[src/asmc_pkg.sv]
// Shared widths, request and register codes and chain types for the AABB step-move block.
// Used by asmc_cell, asmc_ctrl and aabb_step_move_collide; no dependencies.
package asmc_pkg;

  localparam int MaxSolidsDef = 16;

  localparam int CountW = 5;   // solid_count register
  localparam int DimW   = 12;  // rectangle width and height
  localparam int CoordW = 16;  // signed coordinates
  localparam int ExtW   = 17;  // coordinate plus extent, no wrap
  localparam int AmtW   = 8;   // signed move amount and step count
  localparam int StepW  = 8;   // unsigned step index, 1 to 128
  localparam int SlotW  = 4;   // solid table slot

  // Request opcodes
  typedef enum logic [1:0] {
    OP_WRITE   = 2'd0,
    OP_MOVE_X  = 2'd1,
    OP_MOVE_Y  = 2'd2,
    OP_SET_POS = 2'd3
  } op_e;

  // Configuration register indexes
  localparam logic [1:0] CFG_SOLID_COUNT  = 2'd0;
  localparam logic [1:0] CFG_ACTOR_WIDTH  = 2'd1;
  localparam logic [1:0] CFG_ACTOR_HEIGHT = 2'd2;

  // One candidate position travelling down the cell chain
  typedef struct packed {
    logic              valid;
    logic [StepW-1:0]  idx;
    logic              hit;
    logic [CoordW-1:0] x;
    logic [ExtW-1:0]   xr;
    logic [CoordW-1:0] y;
    logic [ExtW-1:0]   yb;
  } probe_t;

  // Broadcast write of one solid entry
  typedef struct packed {
    logic              en;
    logic [SlotW-1:0]  slot;
    logic [CoordW-1:0] left;
    logic [CoordW-1:0] top;
    logic [DimW-1:0]   w;
    logic [DimW-1:0]   h;
  } solid_wr_t;

endpackage

[src/asmc_cell.sv]
// One chain cell: holds one solid rectangle and tests passing candidates.
// Depends on asmc_pkg (probe_t, solid_wr_t, widths).
module asmc_cell #(
  parameter int Idx = 0
) (
  input  logic                          clk_i,
  input  logic                          rst_ni,
  input  logic [asmc_pkg::CountW-1:0]   solid_count_i,
  input  asmc_pkg::solid_wr_t           wr_i,
  input  logic                          kill_i,
  input  asmc_pkg::probe_t              probe_i,
  output asmc_pkg::probe_t              probe_o
);

  logic [asmc_pkg::CoordW-1:0] sl_q, st_q;
  logic [asmc_pkg::ExtW-1:0]   sr_q, sb_q;
  logic                        wr_hit;
  logic                        active;
  logic                        overlap;
  logic                        valid_q;
  asmc_pkg::probe_t            probe_d, probe_q;

  assign wr_hit = wr_i.en && (32'(wr_i.slot) == Idx);
  assign active = 32'(solid_count_i) > Idx;

  // Store edges; right and bottom are kept pre-added
  always_ff @(posedge clk_i) begin
    if (wr_hit) begin
      sl_q <= wr_i.left;
      st_q <= wr_i.top;
      sr_q <= {wr_i.left[asmc_pkg::CoordW-1], wr_i.left} +
              {{(asmc_pkg::ExtW-asmc_pkg::DimW){1'b0}}, wr_i.w};
      sb_q <= {wr_i.top[asmc_pkg::CoordW-1], wr_i.top} +
              {{(asmc_pkg::ExtW-asmc_pkg::DimW){1'b0}}, wr_i.h};
    end
  end

  // Strict overlap of the candidate against this solid
  assign overlap =
    ($signed({sl_q[asmc_pkg::CoordW-1], sl_q}) < $signed(probe_i.xr)) &&
    ($signed(sr_q) > $signed({probe_i.x[asmc_pkg::CoordW-1], probe_i.x})) &&
    ($signed({st_q[asmc_pkg::CoordW-1], st_q}) < $signed(probe_i.yb)) &&
    ($signed(sb_q) > $signed({probe_i.y[asmc_pkg::CoordW-1], probe_i.y}));

  always_comb begin
    probe_d     = probe_i;
    probe_d.hit = probe_i.hit || (active && overlap);
  end

  // Advance the candidate one cell; kill flushes it
  always_ff @(posedge clk_i or negedge rst_ni) begin
    if (!rst_ni) begin
      valid_q <= 1'b0;
    end else begin
      valid_q <= probe_i.valid && !kill_i;
    end
  end

  always_ff @(posedge clk_i) begin
    probe_q <= probe_d;
  end

  always_comb begin
    probe_o       = probe_q;
    probe_o.valid = valid_q;
  end

endmodule

[src/asmc_ctrl.sv]
// Request decode, actor position and move sequencing for the cell chain.
// Depends on asmc_pkg (probe_t, solid_wr_t, opcodes, widths).
module asmc_ctrl (
  input  logic                               clk_i,
  input  logic                               rst_ni,
  input  logic                               in_valid_i,
  output logic                               in_ready_o,
  input  logic [1:0]                         op_i,
  input  logic [asmc_pkg::SlotW-1:0]         slot_i,
  input  logic signed [asmc_pkg::CoordW-1:0] coord_x_i,
  input  logic signed [asmc_pkg::CoordW-1:0] coord_y_i,
  input  logic [asmc_pkg::DimW-1:0]          rect_width_i,
  input  logic [asmc_pkg::DimW-1:0]          rect_height_i,
  input  logic signed [asmc_pkg::AmtW-1:0]   move_amount_i,
  input  logic [asmc_pkg::DimW-1:0]          actor_width_i,
  input  logic [asmc_pkg::DimW-1:0]          actor_height_i,
  output asmc_pkg::solid_wr_t                solid_wr_o,
  output asmc_pkg::probe_t                   head_o,
  input  asmc_pkg::probe_t                   tail_i,
  output logic                               kill_o,
  output logic                               out_valid_o,
  input  logic                               out_ready_i,
  output logic signed [asmc_pkg::CoordW-1:0] pos_x_o,
  output logic signed [asmc_pkg::CoordW-1:0] pos_y_o,
  output logic signed [asmc_pkg::AmtW-1:0]   steps_taken_o,
  output logic                               blocked_o
);

  localparam int CW = asmc_pkg::CoordW;
  localparam int EW = asmc_pkg::ExtW;
  localparam int SW = asmc_pkg::StepW;

  typedef enum logic {StIdle, StRun} state_e;

  state_e        state_q;
  logic [CW-1:0] pos_x_q, pos_y_q;
  logic          axis_q;   // 1: move along y
  logic          neg_q;
  logic [SW-1:0] cnt_q;    // candidates this move
  logic [SW-1:0] iss_q;    // candidates issued so far
  logic          out_valid_q;
  logic [CW-1:0] out_x_q, out_y_q;
  logic [asmc_pkg::AmtW-1:0] out_steps_q;
  logic          out_blk_q;

  logic          accept;
  logic [8:0]    amt9, mag9;
  logic [EW-1:0] acc_ax, room;
  logic [SW-1:0] count;
  logic [EW-1:0] run_ax, cand;
  logic [SW-1:0] nxt_idx;
  logic [CW-1:0] hx, hy;
  logic          issue;
  logic          resolve;
  logic [SW-1:0] res_mag;
  logic [asmc_pkg::AmtW-1:0] steps;
  logic [EW-1:0] new_ax;

  assign in_ready_o = (state_q == StIdle) && (!out_valid_q || out_ready_i);
  assign accept     = in_valid_i && in_ready_o;

  // Solid writes go straight to every cell
  always_comb begin
    solid_wr_o.en   = accept && (op_i == asmc_pkg::OP_WRITE);
    solid_wr_o.slot = slot_i;
    solid_wr_o.left = coord_x_i;
    solid_wr_o.top  = coord_y_i;
    solid_wr_o.w    = rect_width_i;
    solid_wr_o.h    = rect_height_i;
  end

  // Number of candidates: magnitude, cut at the coordinate edge
  assign amt9   = {move_amount_i[asmc_pkg::AmtW-1], move_amount_i};
  assign mag9   = move_amount_i[asmc_pkg::AmtW-1] ? 9'(9'd0 - amt9) : amt9;
  assign acc_ax = (op_i == asmc_pkg::OP_MOVE_Y) ? {pos_y_q[CW-1], pos_y_q}
                                                : {pos_x_q[CW-1], pos_x_q};
  assign room   = move_amount_i[asmc_pkg::AmtW-1] ? (acc_ax + 17'd32768)
                                                  : (17'd32767 - acc_ax);
  assign count  = ({8'b0, mag9} < room) ? mag9[SW-1:0] : room[SW-1:0];

  // Next candidate along the move axis
  assign run_ax  = axis_q ? {pos_y_q[CW-1], pos_y_q} : {pos_x_q[CW-1], pos_x_q};
  assign nxt_idx = iss_q + 8'd1;
  assign cand    = neg_q ? (run_ax - {{(EW-SW){1'b0}}, nxt_idx})
                         : (run_ax + {{(EW-SW){1'b0}}, nxt_idx});
  assign hx      = axis_q ? pos_x_q : cand[CW-1:0];
  assign hy      = axis_q ? cand[CW-1:0] : pos_y_q;

  // The first candidate out of the chain that hits, or the last one, ends the move
  assign resolve = (state_q == StRun) && tail_i.valid &&
                   (tail_i.hit || (tail_i.idx == cnt_q));
  assign issue   = (state_q == StRun) && (iss_q != cnt_q) && !resolve;
  assign kill_o  = resolve;

  always_comb begin
    head_o.valid = issue;
    head_o.idx   = nxt_idx;
    head_o.hit   = 1'b0;
    head_o.x     = hx;
    head_o.y     = hy;
    head_o.xr    = {hx[CW-1], hx} + {{(EW-asmc_pkg::DimW){1'b0}}, actor_width_i};
    head_o.yb    = {hy[CW-1], hy} + {{(EW-asmc_pkg::DimW){1'b0}}, actor_height_i};
  end

  assign res_mag = tail_i.hit ? (tail_i.idx - 8'd1) : cnt_q;
  assign steps   = neg_q ? (8'd0 - res_mag) : res_mag;
  assign new_ax  = run_ax + {{(EW-asmc_pkg::AmtW){steps[asmc_pkg::AmtW-1]}}, steps};

  // Hold state, position and the result register
  always_ff @(posedge clk_i or negedge rst_ni) begin
    if (!rst_ni) begin
      state_q     <= StIdle;
      pos_x_q     <= '0;
      pos_y_q     <= '0;
      axis_q      <= 1'b0;
      neg_q       <= 1'b0;
      cnt_q       <= '0;
      iss_q       <= '0;
      out_valid_q <= 1'b0;
      out_x_q     <= '0;
      out_y_q     <= '0;
      out_steps_q <= '0;
      out_blk_q   <= 1'b0;
    end else begin
      if (out_valid_q && out_ready_i) begin
        out_valid_q <= 1'b0;
      end
      unique case (state_q)
        StIdle: begin
          if (accept) begin
            unique case (op_i) inside
              asmc_pkg::OP_WRITE: begin
                out_valid_q <= 1'b1;
                out_x_q     <= pos_x_q;
                out_y_q     <= pos_y_q;
                out_steps_q <= '0;
                out_blk_q   <= 1'b0;
              end
              asmc_pkg::OP_SET_POS: begin
                pos_x_q     <= coord_x_i;
                pos_y_q     <= coord_y_i;
                out_valid_q <= 1'b1;
                out_x_q     <= coord_x_i;
                out_y_q     <= coord_y_i;
                out_steps_q <= '0;
                out_blk_q   <= 1'b0;
              end
              asmc_pkg::OP_MOVE_X, asmc_pkg::OP_MOVE_Y: begin
                axis_q <= (op_i == asmc_pkg::OP_MOVE_Y);
                neg_q  <= move_amount_i[asmc_pkg::AmtW-1];
                cnt_q  <= count;
                iss_q  <= '0;
                if (count == '0) begin
                  out_valid_q <= 1'b1;
                  out_x_q     <= pos_x_q;
                  out_y_q     <= pos_y_q;
                  out_steps_q <= '0;
                  out_blk_q   <= 1'b0;
                end else begin
                  state_q <= StRun;
                end
              end
            endcase
          end
        end
        StRun: begin
          if (issue) begin
            iss_q <= nxt_idx;
          end
          if (resolve) begin
            if (axis_q) begin
              pos_y_q <= new_ax[CW-1:0];
              out_y_q <= new_ax[CW-1:0];
              out_x_q <= pos_x_q;
            end else begin
              pos_x_q <= new_ax[CW-1:0];
              out_x_q <= new_ax[CW-1:0];
              out_y_q <= pos_y_q;
            end
            out_valid_q <= 1'b1;
            out_steps_q <= steps;
            out_blk_q   <= tail_i.hit;
            state_q     <= StIdle;
          end
        end
        default: state_q <= StIdle;
      endcase
    end
  end

  assign out_valid_o   = out_valid_q;
  assign pos_x_o       = out_x_q;
  assign pos_y_o       = out_y_q;
  assign steps_taken_o = out_steps_q;
  assign blocked_o     = out_blk_q;

  // Never issue more candidates than the move allows
  a_iss_bound: assert property (@(posedge clk_i) disable iff (!rst_ni)
    (state_q == StRun) |-> (iss_q <= cnt_q))
    else $error("issued count exceeds candidate count");

  // A candidate leaving the chain was issued during this move
  a_tail_idx: assert property (@(posedge clk_i) disable iff (!rst_ni)
    ((state_q == StRun) && tail_i.valid) |-> ((tail_i.idx != '0) && (tail_i.idx <= iss_q)))
    else $error("chain returned a candidate that was not issued");

  // The chain is flushed whenever no move is running
  a_flushed: assert property (@(posedge clk_i) disable iff (!rst_ni)
    (state_q == StIdle) |-> !tail_i.valid)
    else $error("stale candidate in chain while idle");

  // A result appears only after an accepted request or a finished move
  a_out_src: assert property (@(posedge clk_i) disable iff (!rst_ni)
    $rose(out_valid_q) |-> ($past(accept) || $past(state_q == StRun)))
    else $error("result raised without a source");

endmodule

[src/aabb_step_move_collide.sv]
// Top level of the AABB step-move block: configuration registers, the
// controller and the solid cell chain. Depends on asmc_pkg, asmc_ctrl, asmc_cell.
//
//   channel | direction | handshake               | payload
//   --------+-----------+-------------------------+--------------------------------------
//   in      | request   | in_valid_i / in_ready_o | op, slot, coord_x/y, rect_width/height,
//           |           |                         | move_amount
//   out     | result    | out_valid_o/out_ready_i | pos_x/y, steps_taken, blocked
//   cfg     | write     | cfg_we_i                | cfg_idx_i, cfg_wdata_i
//
// Solid writes, position sets and zero-length moves are answered from the idle state.
// A move of n candidate steps issues up to n candidates, one entering the cell chain
// per cycle, and each passes all MAX_SOLIDS cells; a hit flushes the chain and ends
// the move early. One request is in work at a time; a new one is taken once the result
// register is empty or being read. Reset zeroes the position and restores the
// configuration defaults; solid entries hold garbage until written.
module aabb_step_move_collide #(
  parameter int MAX_SOLIDS = asmc_pkg::MaxSolidsDef
) (
  input  logic                               clk_i,
  input  logic                               rst_ni,
  input  logic                               in_valid_i,
  output logic                               in_ready_o,
  input  logic [1:0]                         op_i,
  input  logic [asmc_pkg::SlotW-1:0]         slot_i,
  input  logic signed [asmc_pkg::CoordW-1:0] coord_x_i,
  input  logic signed [asmc_pkg::CoordW-1:0] coord_y_i,
  input  logic [asmc_pkg::DimW-1:0]          rect_width_i,
  input  logic [asmc_pkg::DimW-1:0]          rect_height_i,
  input  logic signed [asmc_pkg::AmtW-1:0]   move_amount_i,
  output logic                               out_valid_o,
  input  logic                               out_ready_i,
  output logic signed [asmc_pkg::CoordW-1:0] pos_x_o,
  output logic signed [asmc_pkg::CoordW-1:0] pos_y_o,
  output logic signed [asmc_pkg::AmtW-1:0]   steps_taken_o,
  output logic                               blocked_o,
  input  logic                               cfg_we_i,
  input  logic [1:0]                         cfg_idx_i,
  input  logic [asmc_pkg::DimW-1:0]          cfg_wdata_i
);

  logic [asmc_pkg::CountW-1:0] solid_count_q;
  logic [asmc_pkg::DimW-1:0]   actor_width_q, actor_height_q;
  asmc_pkg::solid_wr_t         solid_wr;
  asmc_pkg::probe_t            chain [MAX_SOLIDS+1];
  logic                        kill;

  // Hold configuration; unknown indexes are dropped
  always_ff @(posedge clk_i or negedge rst_ni) begin
    if (!rst_ni) begin
      solid_count_q  <= '0;
      actor_width_q  <= 12'd8;
      actor_height_q <= 12'd8;
    end else if (cfg_we_i) begin
      unique case (cfg_idx_i)
        asmc_pkg::CFG_SOLID_COUNT:  solid_count_q  <= cfg_wdata_i[asmc_pkg::CountW-1:0];
        asmc_pkg::CFG_ACTOR_WIDTH:  actor_width_q  <= cfg_wdata_i;
        asmc_pkg::CFG_ACTOR_HEIGHT: actor_height_q <= cfg_wdata_i;
        default: ;
      endcase
    end
  end

  asmc_ctrl u_ctrl (
    .clk_i          (clk_i),
    .rst_ni         (rst_ni),
    .in_valid_i     (in_valid_i),
    .in_ready_o     (in_ready_o),
    .op_i           (op_i),
    .slot_i         (slot_i),
    .coord_x_i      (coord_x_i),
    .coord_y_i      (coord_y_i),
    .rect_width_i   (rect_width_i),
    .rect_height_i  (rect_height_i),
    .move_amount_i  (move_amount_i),
    .actor_width_i  (actor_width_q),
    .actor_height_i (actor_height_q),
    .solid_wr_o     (solid_wr),
    .head_o         (chain[0]),
    .tail_i         (chain[MAX_SOLIDS]),
    .kill_o         (kill),
    .out_valid_o    (out_valid_o),
    .out_ready_i    (out_ready_i),
    .pos_x_o        (pos_x_o),
    .pos_y_o        (pos_y_o),
    .steps_taken_o  (steps_taken_o),
    .blocked_o      (blocked_o)
  );

  // Row of solid cells; candidates advance one cell per cycle
  for (genvar i = 0; i < MAX_SOLIDS; i++) begin : g_cell
    asmc_cell #(.Idx(i)) u_cell (
      .clk_i         (clk_i),
      .rst_ni        (rst_ni),
      .solid_count_i (solid_count_q),
      .wr_i          (solid_wr),
      .kill_i        (kill),
      .probe_i       (chain[i]),
      .probe_o       (chain[i+1])
    );
  end

endmodule
[config.mk]
export PLATFORM = sky130hd
export DESIGN_NAME = aabb_step_move_collide
export DESIGN_NICKNAME = d
export VERILOG_FILES = /design/src/asmc_pkg.sv /design/src/asmc_cell.sv /design/src/asmc_ctrl.sv /design/src/aabb_step_move_collide.sv
export SDC_FILE = /design/constraint.sdc
export NUM_CORES = 2
export LEC_CHECK = 0
export BUFFER_PORTS_ARGS = -buffer_cell sky130_fd_sc_hd__buf_2
export CAP_MARGIN = 20
export CORE_AREA = 10 10 466 468
export DETAILED_ROUTE_END_ITERATION = 10
export DIE_AREA = 0 0 476 478
export PLACE_DENSITY = 0.66
export SYNTH_ARGS = -nofsm -noshare
export SYNTH_HDL_FRONTEND = slang
export SYNTH_SLANG_ARGS = --single-unit
[constraint.sdc]
create_clock -name clk_i -period 18.5 [get_ports clk_i]
set_input_delay 0.925 -clock clk_i [delete_from_list [all_inputs] [get_ports clk_i]]
set_output_delay 0.925 -clock clk_i [all_outputs]
set_load 0.05 [all_outputs]
==> results_dict.tcl <==
set metrics [dict create \
    status "completed" \
    yosysSeqAreaShare 0.622 \
    track_usage 0.180 \
    antenna_found_initial 5 \
    maxCapViolations 0 \
    clockBufferDepth 3 \
    vdd_drop_max_mv 0.145 \
    clkTransAtPathRegs_ps 60 \
    cts_tree "done" \
    die-area_um2 228000 \
    worstPathRequired_ps 19280 \
    synth-edff-count 1056 \
    htree_levels 4 \
    synth.cell_area_um2 93100 \
    grt.overflow.total 0 \
    path_max_fanout 8 \
    drt_iter0_drc 3261 \
    finalCriticalPeriod_ps 6760 \
    area_delta_synth_final_pct 13.4 \
    yosys-top-cells-area "edfxtp_1 34%, dfxtp_1 24%, ha_1 15%, inv_1 4.6%, dfrtp_1 3.7%" \
    portBuffers 131 \
    wl_met2_um 97500 \
    power.density_nw_per_um2 187 \
    crit_arrival_ps 7530 \
    num_io_pins 132 \
    die_h_um 478 \
    dr.pass1.iters 5 \
    fillers 17700 \
    tightest_slew_ps 1110 \
    syn_avg_cell_area_um2 12.8 \
    ys_ff_latch 2328 \
    critPathMaxStageDelay_ps 490 \
    cts_made_buffers 221 \
    fin_tns_setup_ps 0 \
    end_kind "flop" \
    ant_nets 0 \
    wl_met1_um 93200 \
    path_depth 27 \
    synth.distinct_cells 94 \
    synth_cells 7255 \
    row_count 168 \
    wl_per_cell_um 19.4 \
    leakagePower_uw 0.0469 \
    crit_path_end "g_cell[0].u_cell.probe_o[66]" \
    max_freq_ghz 0.148 \
    die_w_um 476 \
    reg2regPathDepth 27 \
    core_area_um2 208000 \
    worstPathBufferInverterCount 1 \
    first_global_vias 56100 \
    finalHoldViolCount 0 \
    synth_top_area_share 0.341 \
    nets 8866 \
    remaining_drc_errors 0 \
    vias 54000 \
    setup_violations 0 \
    initial_utilization 0.447 \
    cts_root_buffer "clkbuf_16" \
    drive_gt1_frac 0.0912 \
    slew_headroom 0.260 \
    fin_skew_ps 44.3 \
    viasPerCell 5.08 \
    wl_met3_um 8600 \
    critPathTopFamily "compound AO/OA/AOI/OAI gates" \
    worstSetupStartpointType "flop" \
    cts_num_sinks 2328 \
    timing.final.crit_share 0.365 \
    worstReg2RegStart "u_ctrl.iss_q[0]" \
    dp_hpwl_um 159000 \
    synth_top_area_cell "edfxtp_1" \
    reg2reg_slack_ps 11750 \
    final_max_slew_viol_count 0 \
    highest_layer "met5" \
    fin_hold_ws_ps 97.7 \
    ctsResizeCount 0 \
    ys_warn_count 0 \
    post-cts-setup-buffers 0 \
    holdBufCountCts 0 \
    crit_path_start "u_ctrl.iss_q[0]" \
    slowest_stage "dfrtp_1" \
    synthesis.nets 8502 \
    synthArstFlopShare 0.0593 \
    timing.rr.end "g_cell[0].u_cell.probe_o[66]" \
    insertion_delay_ps 860 \
    grt_pass1_wl_um 318000 \
    synth_top_flop_cell "dfxtp_1" \
    drt_wl_total_um 206000 \
    antenna_cells 0 \
    hold_class "in2async" \
    place.gp.congestion 0.918 \
    critical_path_class "reg2reg" \
    grt_max_degree 73 \
    rsz0062_at_grt "no" \
]
==> cells in the mapped netlist, types with 11 or more instances <==
master and count:
a2111oi_0 22, a211o_1 15, a211oi_1 43, a21o_1 218, a21oi_1 325, a221oi_1 11
a22o_1 11, a31oi_1 41, and2_1 15, and3_1 28, and4_1 33, buf_4 11
clkbuf_1 32, dfrtp_1 136, dfxtp_1 1134, edfxtp_1 1056, ha_1 1152, inv_1 1136
mux2_2 63, mux2i_1 23, nand2_1 194, nand2b_1 78, nand3_1 95, nand4_1 109
nor2_1 221, nor2b_1 133, nor3_1 60, nor4_1 32, o2111ai_1 14, o211ai_1 38
o21a_1 80, o21ai_0 262, o21ai_1 12, o21bai_1 20, o221ai_1 17, o22ai_1 34
o31ai_1 41, or2_2 11, or3_1 21, xnor2_1 81, xor2_1 46
==> worst min-delay path by stage <==
stage | start | endpoint | slack [ps] | depth (start not counted)
5_1_grt | rst_ni | u_ctrl.steps_taken_o[6] | 100 | 1
4_1_cts | rst_ni | u_ctrl.pos_y_q[6] | 40 | 1
2_1_floorplan | g_cell[9].u_cell.probe_o[67] | g_cell[10].u_cell.probe_o[67] | 310 | 0
3_5_place_dp | g_cell[14].u_cell.probe_o[70] | g_cell[15].u_cell.probe_o[70] | 310 | 0
3_3_place_gp | g_cell[14].u_cell.probe_o[67] | g_cell[15].u_cell.probe_o[67] | 310 | 0
6_report | rst_ni | u_ctrl.pos_x_o[13] | 100 | 1
==> report_power, final <==
part	internal, µW	switching [µW]	total (µW)
clock	2750	1920	4670
combinational	2980	4400	7380
sequential	6870	828	7700
==> sequential cells by signal, summed over array words and instances (netlist names), 12 cells and up <==
name                   flops
g_cell.u_cell.probe_o   1134
g_cell.u_cell.sb_q       272
g_cell.u_cell.sr_q       272
g_cell.u_cell.sl_q       256
g_cell.u_cell.st_q       256
g_cell.u_cell.valid_q     16
u_ctrl.pos_x_o            16
u_ctrl.pos_x_q            16
u_ctrl.pos_y_o            16
u_ctrl.pos_y_q            16
actor_height_q            12
actor_width_q             12
==> cell usage in the layout, fill, tap and decap left out, types with 18 or more instances in the layout <==
| master | count |
|---|---|
| a2111oi_0 | 22 |
| a211oi_1 | 43 |
| a21o_1 | 218 |
| a21oi_1 | 325 |
| a31oi_1 | 39 |
| and3_1 | 28 |
| and4_1 | 33 |
| buf_2 | 130 |
| buf_4 | 66 |
| bufinv_16 | 26 |
| clkbuf_1 | 52 |
| clkbuf_16 | 224 |
| clkbuf_8 | 37 |
| clkinv_1 | 18 |
| clkinv_2 | 36 |
| dfrtp_1 | 135 |
| dfxtp_1 | 1134 |
| edfxtp_1 | 1056 |
| ha_1 | 1152 |
| inv_1 | 1136 |
| mux2_2 | 63 |
| mux2i_1 | 23 |
| nand2_1 | 194 |
| nand2b_1 | 78 |
| nand3_1 | 95 |
| nand4_1 | 109 |
| nor2_1 | 208 |
| nor2b_1 | 133 |
| nor3_1 | 55 |
| nor4_1 | 32 |
| o211ai_1 | 38 |
| o21a_1 | 80 |
| o21ai_0 | 262 |
| o21bai_1 | 20 |
| o22ai_1 | 34 |
| o31ai_1 | 41 |
| or3_1 | 21 |
| xnor2_1 | 61 |
| xnor2_2 | 22 |
| xor2_1 | 43 |
==> metal layers <==
layer,GRT usage,vias to the layer above
met2,0.304,1099
met4,0.0628,2
met1,0.235,26100
met3,0.0274,360
met5,0,-
li1,-,26400
==> per-stage QoR <==
stage               power (µW)  instance area, µm²  worst slack (ps)   util  instances
CTS                      19900              105000             11720  0.506      10600
floorplan                12800               93100             11010      -       7255
finish                   19800              106000             11750  0.507      10600
global route             21200              106000             11010  0.507      10600
global placement         14900               97800             11700  0.469      10200
detailed placement       15200               97800             11790  0.469      10200
==> cell families after synthesis <==
family,synth area share
flops,0.622
other cells,0.0000403
simple gates,0.0593
fa+ha+maj,0.156
compound gates,0.0912
buf+inv,0.0491
mux,0.0101
xor+xnor,0.0123
==> area by class of cell <==
| class | instances | area [µm²] | share of cell area |
|---|---|---|---|
| flip-flops and latches | 2328 | 57900 | 0.548 |
| multi-input cells | 3728 | 31000 | 0.293 |
| clock buffers | 313 | 6310 | 0.0598 |
| inverters | 1140 | 4280 | 0.0405 |
| well taps | 2805 | 3510 | 0.0333 |
| clock inverters | 106 | 1400 | 0.0133 |
| repair buffers | 200 | 1200 | 0.0114 |
Note: power is estimated with default switching activity, not from simulation.
